--- src/rtl/shkt_pkg.sv ---
// Package for the sorted hash key table: request/response structs and codes.
// Used by every module of the block; no dependencies.
package shkt_pkg;

	typedef struct packed {
		logic        req_type;
		logic [31:0] key_hash;
		logic [31:0] value_word;
	} req_t;

	typedef struct packed {
		logic [2:0]  status;
		logic [8:0]  slot_index;
		logic [31:0] found_value;
	} rsp_t;

	localparam logic REQ_LOOKUP = 1'b0;
	localparam logic REQ_INSERT = 1'b1;

	localparam logic [2:0] ST_FOUND     = 3'd0;
	localparam logic [2:0] ST_NOT_FOUND = 3'd1;
	localparam logic [2:0] ST_UPDATED   = 3'd2;
	localparam logic [2:0] ST_INSERTED  = 3'd3;
	localparam logic [2:0] ST_FULL      = 3'd4;

	typedef enum logic [2:0] {
		BK_IDLE,
		BK_RD,
		BK_CMP,
		BK_SHRD,
		BK_SHWR,
		BK_PUT,
		BK_DONE
	} bk_state_t;

endpackage

--- src/rtl/shkt_front.sv ---
// Front part: registers incoming requests and passes them on to the queue.
// Depends on shkt_pkg.
module shkt_front (
	input  logic            clk,
	input  logic            arst_n,
	input  logic            req_valid,
	output logic            req_stall,
	input  shkt_pkg::req_t  req,
	output logic            q_valid,
	input  logic            q_stall,
	output shkt_pkg::req_t  q_data
);
	shkt_pkg::req_t data_q;
	logic           valid_q;

	assign req_stall = valid_q && q_stall;
	assign q_valid   = valid_q;
	assign q_data    = data_q;

	always_ff @(posedge clk) begin
		if (!req_stall) begin
			data_q <= req;
		end
	end

	always_ff @(posedge clk or negedge arst_n) begin
		if (!arst_n) begin
			valid_q <= 1'b0;
		end else if (!req_stall) begin
			valid_q <= req_valid;
		end
	end
endmodule

--- config.mk ---
export PLATFORM = sky130hd
export DESIGN_NAME = shkt_front
export DESIGN_NICKNAME = d
export VERILOG_FILES = /design/src/rtl/shkt_pkg.sv /design/src/rtl/shkt_front.sv
export SDC_FILE = /design/constraint.sdc
export NUM_CORES = 1
export LEC_CHECK = 0
export ABC_AREA = 1
export BUFFER_PORTS_ARGS = -buffer_cell sky130_fd_sc_hd__buf_2
export CORE_MARGIN = 2
export CORE_UTILIZATION = 40
export DETAILED_ROUTE_END_ITERATION = 8
export PLACE_DENSITY = 0.86
export SYNTH_ARGS = -nofsm -noshare
export SYNTH_HDL_FRONTEND = slang
export SYNTH_SLANG_ARGS = --single-unit
--- constraint.sdc ---
create_clock -name clk -period 2 [get_ports clk]
set_input_delay 0.4 -clock clk [delete_from_list [all_inputs] [get_ports clk]]
set_output_delay 0.4 -clock clk [all_outputs]
set_load 0.05 [all_outputs]
==> results of run 1 <==
-- worst max path at each step --
stage	to	slack, ns	cells past startpoint
2_1_floorplan	req_stall	0.22	2
3_3_place_gp	req_stall	0.63	4
3_5_place_dp	q_data[24]$_DFFE_PN_	0.61	3
4_1_cts	req_stall	0.33	3
5_1_grt	req_stall	0.27	3
6_report	req_stall	0.37	3
-- power by group through the flow --
stage,registers [mW],logic [mW],clock network (mW)
floorplan,2.03,0.0339,0
global placement,1.68,0.538,0
detailed placement,1.69,0.544,0
CTS,1.66,0.545,0.930
global route,1.67,0.565,0.992
finish,1.66,0.541,0.892
-- area by class of cell --
cell class / instances / area, um^2
Tap cell: 67 / 83.8
Inverter: 2 / 11.3
Clock inverter: 7 / 36.3
Clock buffer: 9 / 124
Multi-Input combinational cell: 2 / 23.8
Fill cell: 373 / 1800
Timing Repair Buffer: 138 / 701
Sequential cell: 66 / 1980
Antenna cell: 1 / 2.50
-- routing by layer --
layer | track usage, % | share of wire, % | vias to the layer above
met1 | 15.8 | 36 | 563
met5 | 0 | 0.55 | -
met3 | 9.50 | 13 | 8
li1 | - | - | 579
met4 | 7.34 | 1.0 | 4
met2 | 22.5 | 50 | 80
-- kinds of logic (layout without fill, tap and decap cells) --
kind of cell,Yosys count,in the layout,share of synthesized area [%]
flip-flops,66,66,99.1
AND/OR/NAND/NOR,2,2,0.502
buffers and inverters,2,156,0.377
other,0,1,0
-- state kept, by name, summed over array words and instances (netlist names) --
register  count
q_data       65
q_valid       1
-- metrics by stage --
| step | power (mW) | util [%] |
|---|---|---|
| after CTS | 3.13 | 62.2 |
| after floorplan | 2.07 | - |
| after global placement | 2.22 | 58.6 |
| after global routing | 3.22 | 62.2 |
| final | 3.09 | 62.2 |
| after detailed placement | 2.23 | 58.6 |
-- cell usage after synthesis (all sizes together) --
library cell | number | area [um^2]
inv | 2 | 7.51
edfxtp | 65 | 1950
nand2 | 2 | 10.0
dfrtp | 1 | 25.0
-- timing repair --
action | in CTS | in global routing
hold endpoints to repair | 1 | 0
setup buffers | 0 | 0
hold buffers | 1 | 0
==> metrics.csv, run 1 <==
metric;value;unit
outcome;finished clean;
clockPowerShare;28.9;%
grt_pass1_vias;1193;
syn_area;1990;um^2
cts.sinks;66;
crit_slowest_cell;dfrtp_1;
skew;0.00376;ns
fmax;613;MHz
seq_power_share;53.6;%
slew_headroom;77.4;%
grt_pass1_wl;5620;um
end_kind;output pin;
min_period;1.63;ns
routabilityCongestion;0.645;
internal-power;2.18;mW
avgSynthCellArea;28.5;um^2
cts_root_buf;clkbuf_8;
powerDensity;1040;nW/um^2
syn-num-nets;139;
critical-path-max-stage-delay;0.45;ns
yosysSeqAreaShare;99.1;%
worst_r2r_endpoint;q_data[46]$_DFFE_PN_;
worstPathArrival;1.23;ns
whs;0.249;ns
drc;0;
firstDrtPassIters;4;
clk_latency;0.32;ns
cp_data_required_time;1.60;ns
routedWlPerCell;13.7;um
grt_max_degree;30;
vias;1234;
ant_nets;0;
min_period_over_period;81.6;%
ys_seq_elements;66;
dp_cells;274;
crit_type;flop to output pin;
path_delay_family;flip-flops;
ir_worst_vdd;0.535;mV
drt-vias-per-instance;4.23;
nNetsFinal;288;
dp_slack;0.610;ns
die_w;74.6;um
hold_class;primary input to flop;
syn2layout_area_growth;48.4;%
core_area;4750;um^2
die-area;5570;um^2
setup.worst_path.start_class;flop;
hold_viol_final;0;
cp_cell_sequence;nand2_8 > clkinvlp_4 > buf_2;
cap_violations;0;
start_util;41.9;%
setup_viol;0;
layout_commonest_cell;buf_2;
antenna_found_initial;4;
drt-initial-drc-count;62;
p_leak;1.31;nW
r2r_slack;0.69;ns
timing.critical_path.buf_inv;2;
cts_tree;built;
fin_area;2960;um^2
clock_path_buffers;2;
wirelength;4010;um
min_path_cells;1;
clk_pin_slew_worst_paths;0.07;ns
switchingPower;0.906;mW
numCtsBuffers;9;
rows;25;
final_cells;292;
gr-usage-all-layers;14.7;%
io_buffers;135;
place_area;2790;um^2
final_cell_mix;135 x buf_2, 65 x edfxtp_1, 9 x clkbuf_8;
yosysWarnings;0;
path_max_fanout;15;
worst_slew_pin_slew;0.339;ns
setup-tns-final;0;ns
drv_slew;0;
hp-start;req[48];
die_h;74.6;um
synth_cell_type_count;5;
grt_setup_unrepaired;no;
comb_power_share;17.5;%
fin_ws;0.368;ns
hold_path_end;q_data[48]$_DFFE_PN_;
r2r_start;q_valid$_DFFE_PN0N_;
ios;136;
cts-htree-levels;3;
cts_resized;0;
crit_start;q_valid$_DFFE_PN0N_;
synth_cells;70;
drive_above_1_share;68.8;%
ff2ff_path_depth;2;
swShare;29.3;%
overflow;0;
(Power assumes the default switching activity.)
==> inputs of run 2 (changes only) <==
--- a/config.mk
+++ b/config.mk
@@ -8,9 +8,9 @@
 export ABC_AREA = 1
 export BUFFER_PORTS_ARGS = -buffer_cell sky130_fd_sc_hd__buf_2
 export CORE_MARGIN = 2
-export CORE_UTILIZATION = 40
+export CORE_UTILIZATION = 36
 export DETAILED_ROUTE_END_ITERATION = 8
-export PLACE_DENSITY = 0.86
+export PLACE_DENSITY = 0.82
 export SYNTH_ARGS = -nofsm -noshare
 export SYNTH_HDL_FRONTEND = slang
 export SYNTH_SLANG_ARGS = --single-unit
==> constraint.sdc (replaced) <==
create_clock -name clk -period 1.48 [get_ports clk]
set_input_delay 0.296 -clock clk [delete_from_list [all_inputs] [get_ports clk]]
set_output_delay 0.296 -clock clk [all_outputs]
set_load 0.05 [all_outputs]
==> run 2 against run 1 <==
Clock skew rose by 0.0012 ns. Via count decreased by 0.41%. Worst setup slack got worse by 0.29 ns. Sequential power increased by 35%.
==> metrics.csv, run 2 (synthesis gave the netlist of run 1 again) <==
metric;value;unit;change
worst_slew_pin_slew;0.268;ns;-0.0710 ns
seq_power_share;51.3;%;-2.3 points
internal-power;3.13;mW;+43%
antenna_found_initial;3;;-1
nNetsFinal;289;;+0.35%
rows;27;;+8.0%
grt_util_met2;19.4;%;-3.1 points
io_buffers;135;;unchanged
final_cell_mix;134 x buf_2, 65 x edfxtp_1, 9 x clkbuf_8;;
setup-tns-final;0;ns;unchanged
ff2ff_path_depth;3;;+1
drc;0;;unchanged
path_max_fanout;2;;-13
hpwl;3030;um;
min_period_over_period;94.4;%;
dp_slack;0.332;ns;-0.278 ns
start_util;36.7;%;-5.3 points
fillCellCount;452;;+21%
min_period;1.40;ns;
numCtsBuffers;9;;unchanged
finalPower;4.37;mW;+41%
drt-vias-per-instance;4.11;;-2.7%
routabilityCongestion;0.674;;+4.4%
fin_area;3020;um^2;+1.9%
fin_util;55.4;%;-6.8 points
r2r_start;q_valid$_DFFE_PN0N_;;
switchingPower;1.24;mW;+36%
setup_viol;0;;unchanged
dp_cells;279;;+1.8%
die_w;78.4;um;+5.1%
clock_path_buffers;2;;unchanged
fin_ws;0.0824;ns;-0.286 ns
core_area;5440;um^2;+14%
firstDrtPassIters;4;;unchanged
place_area;2810;um^2;+0.72%
drive_above_1_share;68.9;%;+0.14 points
routedWlPerCell;13.4;um;-2.5%
grt_pass1_wl;5740;um;+2.1%
worst_r2r_endpoint;q_data[57]$_DFFE_PN_;;
vias;1229;;-0.41%
p_leak;1.33;nW;+1.3%
die-area;6150;um^2;+11%
grt_pass1_vias;1176;;-1.4%
largest_reg_flops;65;;unchanged
drt-initial-drc-count;26;;-58%
die_h;78.4;um;+5.1%
clockPowerShare;31.7;%;+2.8 points
cts.sinks;66;;unchanged
end_kind;output pin;;
cp_data_required_time;1.18;ns;-0.42 ns
fmax;716;MHz;
hold_class;primary input to flop;;
grt_setup_unrepaired;no;;
comb_power_share;17.0;%;-0.5 points
outcome;finished clean;;
slew_headroom;82.2;%;+4.9 points
critPathCapture;req_stall;;
crit_type;flop to output pin;;
final_cells;299;;+2.4%
clk_latency;0.33;ns;about the same
clk_pin_slew_worst_paths;0.07;ns;about the same
skew;0.00497;ns;+0.00121 ns
worstPathArrival;1.10;ns;-0.13 ns
crit_start;q_valid$_DFFE_PN0N_;;
hold_viol_final;0;;unchanged
ant_nets;0;;unchanged
ir_worst_vdd;0.798;mV;+49%
use_met3;8.51;%;-1.0 points
setup.worst_path.start_class;flop;;
cts_tree;built;;
drv_slew;0;;unchanged
use_met1;14.6;%;-1.2 points
r2r_slack;0.18;ns;-0.51 ns
powerDensity;1450;nW/um^2;+39%
ios;136;;unchanged
syn2layout_area_growth;51.2;%;
cts_root_buf;clkbuf_8;;
whs;0.139;ns;-0.110 ns
cap_violations;0;;unchanged
busiest_layer;met2;;
wirelength;4000;um;-0.20%
cts-htree-levels;3;;unchanged
gr-usage-all-layers;13.1;%;-1.6 points
grt_max_degree;42;;+40%
swShare;28.3;%;-1.0 points
overflow;0;;unchanged
layout_commonest_cell;buf_2;;
[run 2: per-layer routing]
metal	up-vias	wire, um
met5	-	13
met4	2	38
met2	87	1910
met3	7	480
li1	582	-
met1	551	1560
[run 2: area by class of cell]
cell class / count / area [um^2] / share of cell area (%)
well taps: 72 / 90.1 / 2.99
clock buffers: 9 / 124 / 4.11
clock inverters: 7 / 60.1 / 1.99
inverters: 2 / 11.3 / 0.373
multi-input cells: 2 / 23.8 / 0.788
flip-flops and latches: 66 / 1980 / 65.6
repair buffers: 139 / 723 / 24.0
diodes: 2 / 5.00 / 0.166
[run 2: worst max-delay path, stage by stage (launching register included)]
cell	delay (ns)
dfrtp_2	0.44
nand2_8	0.09
clkinvlp_4	0.06
buf_4	0.18
[run 2: how the worst min path moves through the flow]
stage                 start  cells after the start                   end
floorplan            arst_n                      0   q_valid$_DFFE_PN0N_
global placement     arst_n                      1   q_valid$_DFFE_PN0N_
detailed placement   arst_n                      1   q_valid$_DFFE_PN0N_
CTS                 req[39]                      1  q_data[39]$_DFFE_PN_
global route        req[23]                      1  q_data[23]$_DFFE_PN_
finish              req[16]                      1  q_data[16]$_DFFE_PN_
[run 2: power by group through the flow]
stage | registers (mW) | logic, mW | clock network (mW)
floorplan | 2.75 | 0.0460 | 0
global placement | 2.28 | 0.736 | 0
detailed placement | 2.28 | 0.740 | 0
CTS | 2.24 | 0.748 | 1.42
global route | 2.25 | 0.771 | 1.51
finish | 2.24 | 0.741 | 1.38
[run 2: what timing repair did]
action	4_1_cts	5_1_grt
endpoints found under the setup margin	1	0
hold endpoints to repair	1	0
hold buffers	1	0
gates resized for setup	1	0
setup buffers	1	0
==> inputs of run 3 (changes only) <==
--- a/config.mk
+++ b/config.mk
@@ -10,7 +10,7 @@
 export CORE_MARGIN = 2
 export CORE_UTILIZATION = 36
 export DETAILED_ROUTE_END_ITERATION = 8
-export PLACE_DENSITY = 0.82
+export PLACE_DENSITY = 0.74
 export SYNTH_ARGS = -nofsm -noshare
 export SYNTH_HDL_FRONTEND = slang
 export SYNTH_SLANG_ARGS = --single-unit
==> run 3 against run 2 <==
Via count fell by 1.5%. Sequential share of layout area fell by 0.62 points. Clock-buffer cell count unchanged. Non-clock buffer count did not move. Worst setup slack better by 0.0021 ns. Sequential cell count is the same. Cell count down 0.67%. Critical path depth unchanged. Routed wire length fell by 3.4%.
==> metrics.csv, run 3 (synthesis gave the netlist of run 1 again) <==
metric;value;unit;change
outcome;finished clean;;
drt-initial-drc-count;37;;+42%
ant_nets;0;;unchanged
clk_pin_slew_worst_paths;0.07;ns;about the same
worst_r2r_endpoint;q_data[2]$_DFFE_PN_;;
hold_viol_final;0;;unchanged
ir_worst_vdd;0.919;mV;+15%
drv_slew;0;;unchanged
numCtsBuffers;9;;unchanged
cp_cell_sequence;nand2_8 > clkinvlp_4 > buf_4;;
setup.worst_path.start_class;flop;;
die_h;78.4;um;unchanged
clockPowerShare;34.8;%;+3.1 points
clk_latency;0.32;ns;about the same
fin_util;56.0;%;+0.53 points
drt-vias-per-instance;4.08;;-0.80%
core_area;5440;um^2;unchanged
min_period;1.40;ns;-0.00208 ns
min_path_cells;1;;unchanged
cap_violations;0;;unchanged
dp_slack;0.315;ns;-0.0163 ns
antenna_found_initial;1;;-2
largest_reg_flops;65;;unchanged
end_kind;output pin;;
r2r_slack;0.15;ns;-0.03 ns
nNetsFinal;289;;unchanged
cts_tree;built;;
vias;1211;;-1.5%
hp-start;req[19];;
powerDensity;1500;nW/um^2;+3.7%
critical-path-max-stage-delay;0.45;ns;about the same
grt_max_degree;38;;-9.5%
worstPathArrival;1.10;ns;about the same
internal-power;3.32;mW;+6.0%
syn2layout_area_growth;52.6;%;
cts-htree-levels;3;;unchanged
worst_slew_pin_slew;0.268;ns;-0.000565 ns
start_util;36.7;%;unchanged
cts_root_buf;clkbuf_8;;
firstDrtPassIters;2;;-2
io_buffers;135;;unchanged
hold_path_end;q_data[19]$_DFFE_PN_;;
slew_headroom;82.3;%;about the same
hold_class;primary input to flop;;
path_max_fanout;2;;unchanged
dp_cells;279;;unchanged
ios;136;;unchanged
skew;0.00408;ns;-0.000895 ns
swShare;27.4;%;-0.90 points
routedWlPerCell;13.0;um;-2.8%
p_leak;1.34;nW;+0.98%
diodes;0;;-2
die_w;78.4;um;unchanged
clock_path_buffers;2;;unchanged
grt_pass1_wl;5620;um;-2.2%
wirelength;3860;um;-3.4%
crit_slowest_cell;dfrtp_2;;
overflow;0;;unchanged
switchingPower;1.25;mW;+1.3%
grt_pass1_vias;1199;;+2.0%
cts.sinks;66;;unchanged
crit_type;flop to output pin;;
gr-usage-all-layers;12.9;%;-0.20 points
fmax;717;MHz;+0.15%
min_period_over_period;94.3;%;-0.14 points
final_cells;297;;-0.67%
ff2ff_path_depth;3;;unchanged
cp_data_required_time;1.18;ns;about the same
layout_commonest_cell;buf_2;;
r2r_start;q_valid$_DFFE_PN0N_;;
drive_above_1_share;69.3;%;+0.44 points
drc;0;;unchanged
setup_viol;0;;unchanged
grt_setup_unrepaired;no;;
fin_ws;0.0845;ns;+0.00208 ns
final_cell_mix;134 x buf_2, 65 x edfxtp_1, 9 x clkbuf_8;;
rows;27;;unchanged
comb_power_share;16.2;%;-0.8 points
seq_power_share;49.0;%;-2.3 points
die-area;6150;um^2;unchanged
routabilityCongestion;0.698;;+3.5%
-- run 3: power groups by stage --
stage | Combinational [mW] | Sequential, mW | Clock [mW]
floorplan | 0.0460 | 2.75 | 0
global placement | 0.736 | 2.28 | 0
detailed placement | 0.741 | 2.28 | 0
CTS | 0.748 | 2.24 | 1.64
global route | 0.772 | 2.25 | 1.72
finish | 0.740 | 2.24 | 1.59
-- run 3: worst max-delay path by stage --
stage | startpoint | endpoint | slack (ns)
floorplan | q_valid$_DFFE_PN0N_ | req_stall | -0.06
global placement | q_stall | req_stall | 0.32
detailed placement | q_stall | req_stall | 0.32
CTS | q_valid$_DFFE_PN0N_ | req_stall | 0.05
global route | q_valid$_DFFE_PN0N_ | req_stall | 0.04
finish | q_valid$_DFFE_PN0N_ | req_stall | 0.08
-- run 3: repair_timing --
item | CTS | global route
setup buffers | 1 | 0
hold buffers | 1 | 0
gates resized for setup | 1 | 0
endpoints found under the setup margin | 1 | 0
endpoints found under the hold margin | 1 | 0
-- run 3: metal layers --
| metal | up-vias | routed length (um) | track usage [%] |
|---|---|---|---|
| met5 | - | 14 | 0 |
| met4 | 2 | 44 | 8.95 |
| met3 | 7 | 497 | 6.90 |
| met2 | 76 | 1930 | 19.9 |
| met1 | 548 | 1380 | 13.6 |
| li1 | 578 | - | - |
-- run 3: final cells by class --
type,count,area [um^2]
Fill cell,446,2390
Sequential cell,66,1980
Timing Repair Buffer,139,723
Clock buffer,9,124
Clock inverter,7,93.8
Tap cell,72,90.1
Multi-Input combinational cell,2,23.8
Inverter,2,11.3
-- run 3: critical path: cells and delay by family, from the launching register on --
kind                   cells  cell delay, ns
flip-flops                 1            0.45
buffers and inverters      2            0.24
AND/OR/NAND/NOR            1            0.09
-- run 3: metrics by stage --
| step | instance area [um^2] | hold WS (ns) | setup TNS, ns | total power, mW |
|---|---|---|---|---|
| 2_1_floorplan | 2010 | 0.000409 | -0.0560 | 2.79 |
| 3_3_place_gp | 2810 | 0.0716 | 0 | 3.01 |
| 3_5_place_dp | 2810 | 0.0717 | 0 | 3.02 |
| 4_1_cts | 3040 | 0.123 | 0 | 4.63 |
| 5_1_grt | 3040 | 0.123 | 0 | 4.74 |
| 6_report | 3040 | 0.143 | 0 | 4.57 |
