===== config.mk =====
export PLATFORM = sky130hd
export DESIGN_NAME = shkt_queue
export DESIGN_NICKNAME = d
export VERILOG_FILES = /design/src/rtl/shkt_pkg.sv /design/src/rtl/shkt_queue.sv
export SDC_FILE = /design/constraint.sdc
export NUM_CORES = 1
export LEC_CHECK = 0
export ABC_CLOCK_PERIOD_IN_PS = 5280
export BUFFER_PORTS_ARGS = -buffer_cell sky130_fd_sc_hd__buf_2
export CORE_MARGIN = 2
export CORE_UTILIZATION = 54
export CTS_BUF_LIST = sky130_fd_sc_hd__clkbuf_8
export CTS_CLUSTER_SIZE = 30
export DETAILED_ROUTE_END_ITERATION = 16
export GPL_TIMING_DRIVEN = 0
export PLACE_DENSITY = 0.82
export REMOVE_ABC_BUFFERS = 1
export SYNTH_ARGS = -nofsm -noshare
export SYNTH_HDL_FRONTEND = slang
export SYNTH_SLANG_ARGS = --single-unit

===== constraint.sdc =====
create_clock -name clk -period 5.28 [get_ports clk]
set_input_delay 1.32 -clock clk [delete_from_list [all_inputs] [get_ports clk]]
set_output_delay 1.32 -clock clk [all_outputs]
set_load 0.01 [all_outputs]

===== src/rtl/shkt_pkg.sv =====
// Package for the sorted hash key table: request/response structs and codes.
// Used by every module of the block; no dependencies.
package shkt_pkg;

	typedef struct packed {
		logic        req_type;
		logic [31:0] key_hash;
		logic [31:0] value_word;
	} req_t;

	typedef struct packed {
		logic [2:0]  status;
		logic [8:0]  slot_index;
		logic [31:0] found_value;
	} rsp_t;

	localparam logic REQ_LOOKUP = 1'b0;
	localparam logic REQ_INSERT = 1'b1;

	localparam logic [2:0] ST_FOUND     = 3'd0;
	localparam logic [2:0] ST_NOT_FOUND = 3'd1;
	localparam logic [2:0] ST_UPDATED   = 3'd2;
	localparam logic [2:0] ST_INSERTED  = 3'd3;
	localparam logic [2:0] ST_FULL      = 3'd4;

	typedef enum logic [2:0] {
		BK_IDLE,
		BK_RD,
		BK_CMP,
		BK_SHRD,
		BK_SHWR,
		BK_PUT,
		BK_DONE
	} bk_state_t;

endpackage


===== src/rtl/shkt_queue.sv =====
// Two-entry request queue between the front and back parts.
// Depends on shkt_pkg.
module shkt_queue (
	input  logic            clk,
	input  logic            arst_n,
	input  logic            in_valid,
	output logic            in_stall,
	input  shkt_pkg::req_t  in_data,
	output logic            out_valid,
	input  logic            out_take,
	output shkt_pkg::req_t  out_data
);
	shkt_pkg::req_t mem_q [2];
	logic           wp_q, rp_q;
	logic [1:0]     cnt_q;
	logic           push, pop;

	assign in_stall  = (cnt_q == 2'd2);
	assign out_valid = (cnt_q != 2'd0);
	assign out_data  = mem_q[rp_q];
	assign push      = in_valid && !in_stall;
	assign pop       = out_valid && out_take;

	always_ff @(posedge clk) begin
		if (push) begin
			mem_q[wp_q] <= in_data;
		end
	end

	always_ff @(posedge clk or negedge arst_n) begin
		if (!arst_n) begin
			wp_q  <= 1'b0;
			rp_q  <= 1'b0;
			cnt_q <= 2'd0;
		end else begin
			if (push) begin
				wp_q <= ~wp_q;
			end
			if (pop) begin
				rp_q <= ~rp_q;
			end
			cnt_q <= cnt_q + {1'b0, push} - {1'b0, pop};
		end
	end
endmodule


==> run summary, run 1 <==
Fillers - 632
Leak - 0.00251 uW
Gate power share - 29.0%
Rel. slew slack - 32.0%
non-filler instance count after layout - 492
clk buf depth - 2
area of the multi-input gates - 987 sq um
Hold WC Path Type - reg -> reg
DRC Markers - 0
dpl cells - 461
routability congestion estimate from global placement - 0.699
initial core utilization - 55.2%
Vias - 2507
fmax - 297 MHz
Tcrit/Tclk final - 63.9%
1st-iter DRT viols - 113
FF+latch area - 0.00401 sq mm
flop2flop setup slack - 3170 ps
initial antenna violation count - 0
adder-cell share of the synthesized area - 0.495%
main combinational cell family by area after synthesis - multiplexers
Area Growth Syn to Fin - 24.7%
fraction of the mapped netlist area in simple logic gates - 0.644%
setup_tns - 0 ps
first-pass GRT wire length - 12400 um
Final Hold Viols - 0
Die Area - 0.0101 sq mm
startpoint types - flop
Num CTS Buffers - 17
port buffer count - 135
DIE HEIGHT - 101 um
total setup buffers inserted after CTS - 0
# hold bufs at CTS - 0
Cell Area, Synth - 0.00505 sq mm
post-synthesis mux area share - 17.5%
post_cts resized - 0
clock root cell - clkbuf_8
Unique masters post-synth - 16
Mapped Cells - 220
CTS sink count - 134
syn_area_per_cell - 23.0 sq um
Cell Int Power - 2560 uW
skew final - 8.53 ps
sequential share of power - 44.5%
largest net degree at the start of global routing - 66
CTS tree - built
n_diodes - 0
WL final - 8110 um
vias per cell - 5.10
Clk pwr share - 26.4%
row cnt - 35
Critical Path RT - 3960 ps
sequential element share of the synthesized area - 79.2%
IO Pins - 136
commonest non-fill, non-tap cell in the layout - buf_2
GRT overflow - 0
HPWL after detailed placement - 5200 um
outcome - finished clean
most frequent cells in the layout - 135 x buf_2, 130 x edfxtp_1, 40 x mux2_4
crit path DAT - 2050 ps
Synth Warn # - 0
compound-cell area share of the yosys netlist - 0%
gr usage total - 16.5%
Core Area - 0.00915 sq mm
Pre-antenna DRT Iters - 4
max cap viols - 0
vias in the first global route - 2554
RSZ-0062 raised after global routing - false
sw power - 989 uW
H-tree depth - 4
Worst Setup End Kind - primary output
Tightest Pin Transition - 1020 ps
layout cell share with drive strength beyond 1 - 61.4%
clock-pin slew on the worst setup and hold paths - 70 ps
Crit Path Class - reg -> out
layout net count - 440
fin. max-slew vios - 0
Die Wd - 101 um
Crit Path Max Fanout - 35
maximum VDD drop - 0.571 mV
Routed WL per cell - 16.5 um
Sw Ratio - 27.9%
Worst-Skew Late Latency - 410 ps
final antenna-violating net count - 0
Pwr Density - 563 mW/mm^2
#FFs+latches synth - 134
Setup-failing EPs final - 0
Synth Area in XOR/XNOR - 0.693%
Final min period - 3370 ps
worst paths after layout:
kind	start	end	cells past startpoint
worst max-delay path	rp_q	out_data[56]	3
worst min-delay path	cnt_q[0]	cnt_q[0]	1
worst max register to register	cnt_q[1]	mem_q[0][44]	4
worst min register to register	cnt_q[0]	cnt_q[0]	1
max in group asynchronous	arst_n	rp_q	1
min in group asynchronous	arst_n	cnt_q[0]	1
power groups by stage:
| stage | sequential (uW) | clock, uW | combinational (uW) |
|---|---|---|---|
| after global placement | 1680 | 0 | 1010 |
| after floorplan | 1630 | 0 | 684 |
| after CTS | 1590 | 961 | 1050 |
| final | 1580 | 937 | 1030 |
| after detailed placement | 1610 | 0 | 1050 |
| after global routing | 1610 | 998 | 1120 |
worst max-delay path, cell delays in order (launching register included):
cell	delay, ps
dfrtp_4	780
buf_12	310
mux2_2	370
buf_2	140
cell families (layout without fill, tap and decap cells):
logic type | after synthesis | in the layout
AND/OR/NAND/NOR | 6 | 6
multiplexers | 65 | 65
XOR/XNOR | 4 | 4
buffers and inverters | 9 | 170
flip-flops | 134 | 134
adder cells (fa/ha/maj) | 2 | 2
cell usage after synthesis:
master / number / area, sq um
and2_1: 1 / 6.26
and3_1: 1 / 6.26
buf_2: 2 / 10.0
buf_6: 5 / 56.3
dfrtp_1: 4 / 100
edfxtp_1: 130 / 3900
ha_1: 2 / 25.0
inv_1: 2 / 7.51
mux2_2: 25 / 282
mux2_4: 40 / 601
nand2_1: 1 / 3.75
nand2b_1: 1 / 6.26
nor2_1: 1 / 3.75
or2_1: 1 / 6.26
xnor2_1: 3 / 26.3
xor2_1: 1 / 8.76
final cells by class:
cell class / count / share of cell area [%]
Tap cell: 111 / 2.20
Multi-Input combinational cell: 77 / 15.7
Timing Repair Buffer: 137 / 11.4
Inverter: 2 / 0.119
Clock inverter: 14 / 3.34
Clock buffer: 17 / 3.71
Sequential cell: 134 / 63.6
per-stage QoR:
step                      total power, uW  hold slack, ps  setup WS, ps  instance area, sq um  util (%)
after floorplan                      2310             461           661                  4990         -
after global placement               2690             483          -807                  5800      63.4
after detailed placement             2660             512          2260                  5860      64.0
after CTS                            3600             530          1850                  6300      68.8
after global routing                 3720             549          1800                  6300      68.8
final                                3550             522          1910                  6300      68.8
flip-flops by register name, indices dropped and copies added (netlist names):
name / cells
rp_q: 1
wp_q: 1
cnt_q: 2
mem_q: 130
metal layers:
metal / track usage [%] / wire (um) / vias to the layer above / share of wire, %
met2: 26.6 / 4130 / 99 / 51
met3: 6.45 / 582 / 10 / 7.2
met5: 0 / 0 / - / 0
met4: 6.43 / 85 / 0 / 1.0
met1: 20.1 / 3310 / 1233 / 41
li1: - / - / 1165 / -
(Power assumes the default switching activity.)
==> run 2: changes to the inputs <==
- ABC_CLOCK_PERIOD_IN_PS: 5280 -> 3000
- CORE_UTILIZATION: 54 -> 49
- PLACE_DENSITY: 0.82 -> 0.78
- clock period: 5.28 -> 3 ns (I/O delays scaled with it)
==> run 2 against run 1 <==
Against the previous run: worst setup slack worse by 1700 ps; hold slack worse by 400 ps; critical path depth unchanged; core utilization down 7.1 points; register-to-register slack worse by 2200 ps; sequential cell count unchanged; sequential share of layout area up 0.11 points; combinational power up 81%; cell count up 5.5%; clock skew about the same; first-iteration DRC count down 25%.
==> run summary, run 2 (same netlist as run 1, synthesis figures left out) <==
outcome - finished clean
Crit Path Class - reg -> out
# hold bufs at CTS - 0 (unchanged)
Core Area - 0.0102 sq mm (+11%)
first-pass GRT wire length - 12500 um (+0.56%)
Num CTS Buffers - 17 (unchanged)
WL final - 8010 um (-1.2%)
startpoint types - flop
gr usage total - 15.1% (-1.3 points)
commonest non-fill, non-tap cell in the layout - buf_2
total setup buffers inserted after CTS - 0 (unchanged)
routability congestion estimate from global placement - 0.663 (-5.1%)
Tcrit/Tclk final - 93.1%
post_cts resized - 0 (unchanged)
Sw Ratio - 29.7% (+1.8 points)
crit path buf inv count - 2 (unchanged)
IO Pins - 136 (unchanged)
fmax - 358 MHz
Hold WC Path Type - in -> async
initial core utilization - 49.6% (-5.6 points)
Rel. slew slack - 39.7% (+7.7 points)
skew final - 8.06 ps (-0.462 ps)
Reg with most FFs - mem_q
HPWL after detailed placement - 5220 um (+0.38%)
Final Total Pwr - 5980 uW (+69%)
final antenna-violating net count - 0 (unchanged)
Die Wd - 106 um (+4.8%)
Die Area - 0.0111 sq mm (+9.8%)
row cnt - 37 (+5.7%)
slowest cell delay on critical path - 780 ps (about the same)
crit path DAT - 2040 ps (about the same)
DIE HEIGHT - 106 um (+4.8%)
Worst Setup End Kind - primary output
r2r startpoint - cnt_q[1]
clk buf depth - 2 (unchanged)
Fillers - 793 (+25%)
initial antenna violation count - 0 (unchanged)
area of the multi-input gates - 987 sq um (unchanged)
family with the most delay on the worst path - flip-flops
GRT overflow - 0 (unchanged)
biggest regs - mem_q x130, cnt_q x2
clock root cell - clkbuf_8
largest net degree at the start of global routing - 66 (unchanged)
Final Hold Viols - 0 (unchanged)
FF+latch area - 0.00401 sq mm (unchanged)
fin. max-slew vios - 0 (unchanged)
Clk pwr share - 22.5% (-3.9 points)
CTS sink count - 134 (unchanged)
1st-iter DRT viols - 85 (-25%)
n_diodes - 0 (unchanged)
vias per cell - 4.80 (-5.8%)
CTS tree - built
maximum VDD drop - 0.464 mV (-19%)
Pwr Density - 952 mW/mm^2 (+69%)
max cap viols - 0 (unchanged)
Crit Path Max Fanout - 37 (+5.7%)
slowest library cell on the worst path - dfrtp_4
DRC Markers - 0 (unchanged)
sw power - 1780 uW (+80%)
vias in the first global route - 2636 (+3.2%)
Tightest Pin Transition - 905 ps (-113 ps)
Gate power share - 31.1% (+2.1 points)
port buffer count - 135 (unchanged)
Cell Int Power - 4210 uW (+64%)
Pre-antenna DRT Iters - 6 (+2)
number of flip-flops in the largest register - 130 (unchanged)
Vias - 2491 (-0.64%)
Worst-Skew Late Latency - 420 ps (about the same)
H-tree depth - 4 (unchanged)
FF-to-FF End - mem_q[0][21]
RSZ-0062 raised after global routing - false
Routed WL per cell - 15.4 um (-6.4%)
layout net count - 441 (+0.23%)
Final min period - 2790 ps
Area Growth Syn to Fin - 24.5%
most frequent cells in the layout - 135 x buf_2, 130 x edfxtp_1, 40 x mux2_4
R2R depth - 5 (+1)
hold slack - 126 ps (-396 ps)
layout cell share with drive strength beyond 1 - 61.9% (+0.46 points)
worst-path cell chain - buf_16 -> mux2_2 -> buf_2
Setup-failing EPs final - 0 (unchanged)
flop2flop setup slack - 1010 ps (-2160 ps)
Critical Path RT - 2250 ps (-1710 ps)
Leak - 0.00247 uW (-1.8%)
clock-pin slew on the worst setup and hold paths - 70 ps (about the same)
sequential share of power - 46.4% (+1.9 points)
-- run 2: cell types whose count changed in the layout (fill, tap and decap cells not counted), sizes merged --
cell      change
buf           +1
clkinvlp      +5
bufinv        -4
clkinv        +1
inv           -1
-- run 2: layout make-up --
type / instances / share of cell area (%)
clock inverters: 15 / 2.11
repair buffers: 138 / 11.9
multi-input cells: 77 / 15.7
well taps: 136 / 2.71
flip-flops and latches: 134 / 63.7
inverters: 2 / 0.119
clock buffers: 17 / 3.72
-- run 2: how the worst max path moves through the flow --
| stage | endpoint | cells after the start | startpoint | slack (ps) |
|---|---|---|---|---|
| after floorplan | mem_q[0][0] | 2 | in_valid | -1050 |
| after global placement | mem_q[0][17] | 3 | in_valid | -2650 |
| after detailed placement | out_data[13] | 3 | rp_q | 620 |
| after CTS | out_data[7] | 3 | rp_q | 130 |
| after global routing | out_data[7] | 3 | rp_q | 80 |
| final | out_data[7] | 3 | rp_q | 210 |
-- run 2: per-stage QoR --
step	std cells	setup WS, ps	util, %	area, sq um	TNS (ps)
detailed placement	487	616	58.2	5920	0
floorplan	213	-1050	-	4990	-88000
CTS	519	133	61.8	6290	0
global placement	484	-2650	57.3	5830	-291300
finish	519	208	61.8	6290	0
global route	519	84.0	61.8	6290	0
-- run 2: layer usage --
| metal | wire length [um] | vias up | global-route usage (%) |
|---|---|---|---|
| li1 | - | 1172 | - |
| met1 | 3180 | 1221 | 16.5 |
| met2 | 4150 | 93 | 25.6 |
| met3 | 614 | 5 | 7.54 |
| met4 | 63 | 0 | 5.36 |
| met5 | 0 | - | 0 |
-- run 2: worst reg2reg max path, stage by stage, from the launching register on --
cell and delay [ps]:
dfrtp_1 420, nand2b_1 130, nand2_1 140, nor2_4 530, buf_12 290, buf_16 190
-- run 2: power by group through the flow --
stage / registers [uW] / logic [uW] / clock network, uW
after floorplan: 2860 / 1200 / 0
after global placement: 2960 / 1790 / 0
after detailed placement: 2830 / 1910 / 0
after CTS: 2790 / 1910 / 1380
after global routing: 2820 / 2020 / 1460
final: 2780 / 1860 / 1350
==> run 3: changes to the inputs <==
- CORE_UTILIZATION: 49 -> 35
- CTS_BUF_LIST: sky130_fd_sc_hd__clkbuf_8 -> sky130_fd_sc_hd__clkbuf_8 sky130_fd_sc_hd__clkbuf_16
- PLACE_DENSITY: 0.78 -> 0.59
==> run 3 against run 2 <==
Against the previous run: combinational power rose by 3%; clock power is 25% higher; largest cell class unchanged; largest power group unchanged; fmax rose by 1.7%; cell area up 2.9%; first-iteration DRC count up 53%; non-clock buffer count up 1; total power increased by 6.2%; global-route usage shrank 3.0 points.
==> run summary, run 3 (same netlist as run 1, synthesis figures left out) <==
vias per cell - 4.44 (-7.5%)
routability congestion estimate from global placement - 0.637 (-4.0%)
Crit Path Max Fanout - 42 (+14%)
slowest library cell on the worst path - dfrtp_4
GRT overflow - 0 (unchanged)
H-tree depth - 4 (unchanged)
Worst-Skew Late Latency - 410 ps (about the same)
# hold bufs at CTS - 0 (unchanged)
post-layout util - 46.3% (-16 points)
first-pass GRT wire length - 13500 um (+8.1%)
1st-iter DRT viols - 130 (+53%)
Num CTS Buffers - 17 (unchanged)
clk buf depth - 2 (unchanged)
Tcrit/Tclk final - 91.5% (-1.6 points)
WL final - 8800 um (+10%)
HPWL after detailed placement - 5780 um (+11%)
Setup-failing EPs final - 0 (unchanged)
layout cell share with drive strength beyond 1 - 59.7% (-2.2 points)
total setup buffers inserted after CTS - 0 (unchanged)
commonest non-fill, non-tap cell in the layout - buf_2
clock-pin slew on the worst setup and hold paths - 50 ps (-20 ps)
n_diodes - 0 (unchanged)
IO Pins - 136 (unchanged)
biggest regs - mem_q x130, cnt_q x2
Critical Path RT - 2250 ps (about the same)
gr usage total - 12.1% (-3.0 points)
crit path buf inv count - 2 (unchanged)
Crit Path Class - reg -> out
final antenna-violating net count - 0 (unchanged)
crit path DAT - 2000 ps (-40 ps)
skew final - 5.00 ps (-3.07 ps)
CTS sink count - 134 (unchanged)
max cap viols - 0 (unchanged)
port buffer count - 135 (unchanged)
RSZ-0062 raised after global routing - false
Final Hold Viols - 0 (unchanged)
Reg with most FFs - mem_q
fmax - 364 MHz (+1.7%)
fin. max-slew vios - 0 (unchanged)
DIE HEIGHT - 124 um (+18%)
vias in the first global route - 2791 (+5.9%)
Final min period - 2750 ps (-46.7 ps)
initial antenna violation count - 0 (unchanged)
slowest cell delay on critical path - 730 ps (-50 ps)
final non-filler cell area - 0.00647 sq mm (+2.9%)
maximum VDD drop - 0.466 mV (+0.48%)
Hold WC Path Type - in -> async
family with the most delay on the worst path - flip-flops
DRC Markers - 0 (unchanged)
outcome - finished clean
initial core utilization - 36.1% (-13 points)
Worst Setup End Kind - primary output
Pwr Density - 982 mW/mm^2 (+3.2%)
worst-path cell chain - buf_16 -> mux2_2 -> buf_2
Core Area - 0.0140 sq mm (+37%)
dpl cell area - 0.00599 sq mm (+1.1%)
Area Growth Syn to Fin - 28.1%
startpoint types - flop
Vias - 2495 (+0.16%)
Routed WL per cell - 15.7 um (+1.5%)
Rel. slew slack - 65.0% (+25 points)
Die Wd - 124 um (+18%)
most frequent cells in the layout - 135 x buf_2, 130 x edfxtp_1, 40 x mux2_4
Pre-antenna DRT Iters - 4 (-2)
number of flip-flops in the largest register - 130 (unchanged)
row cnt - 43 (+16%)
post_cts resized - 0 (unchanged)
largest net degree at the start of global routing - 43 (-35%)
CTS tree - built
layout net count - 442 (+0.23%)
Leak - 0.00256 uW (+3.7%)
clock root cell - clkbuf_16
Die Area - 0.0154 sq mm (+38%)
Tightest Pin Transition - 523 ps (-382 ps)
run 3: cell type report:
cell class,instances,area [sq um]
multi-input cells,77,987
clock inverters,13,53.8
flip-flops and latches,134,4010
fillers,1250,7520
clock buffers,17,425
well taps,180,225
inverters,2,7.51
repair buffers,139,763
run 3: layer usage:
| layer | vias to the layer above | GRT usage, % | part of all wire, % |
|---|---|---|---|
| met4 | 0 | 6.11 | 2.2 |
| li1 | 1170 | - | - |
| met2 | 88 | 20.9 | 52 |
| met1 | 1224 | 12.5 | 39 |
| met3 | 13 | 5.22 | 7.6 |
| met5 | - | 0 | 0 |
run 3: metrics by stage:
stage               std cells  hold WS (ps)  TNS (ps)  worst slack, ps  total power, uW
floorplan                 213           454    -88000            -1050             4070
global placement          528           478   -319300            -2860             4800
detailed placement        532           514         0              629             4780
CTS                       562           117         0              177             6490
global route              562           119         0              129             6720
finish                    562           140         0              255             6350
run 3: final timing paths:
kind                            slack [ps]      from  cells past startpoint           to
worst max-delay path                   250      rp_q                      3  out_data[3]
worst min-delay path                   140    arst_n                      1         wp_q
worst max register to register        1270  cnt_q[1]                      7     cnt_q[1]
worst min register to register         520  cnt_q[0]                      1     cnt_q[0]
max in group asynchronous             2730    arst_n                      1         rp_q
min in group clk                       520  cnt_q[0]                      1     cnt_q[0]
run 3: worst reg2reg max path, cell delays in order (launching register included):
cell     delay [ps]
dfrtp_1         400
or2_1           250
and2_1          190
ha_1            290
inv_1            40
ha_1            180
xnor2_1         170
xnor2_1         140
run 3: power by group:
part           internal (uW)  switching (uW)
clock                   1010             678
sequential              2570             193
combinational           1000             910
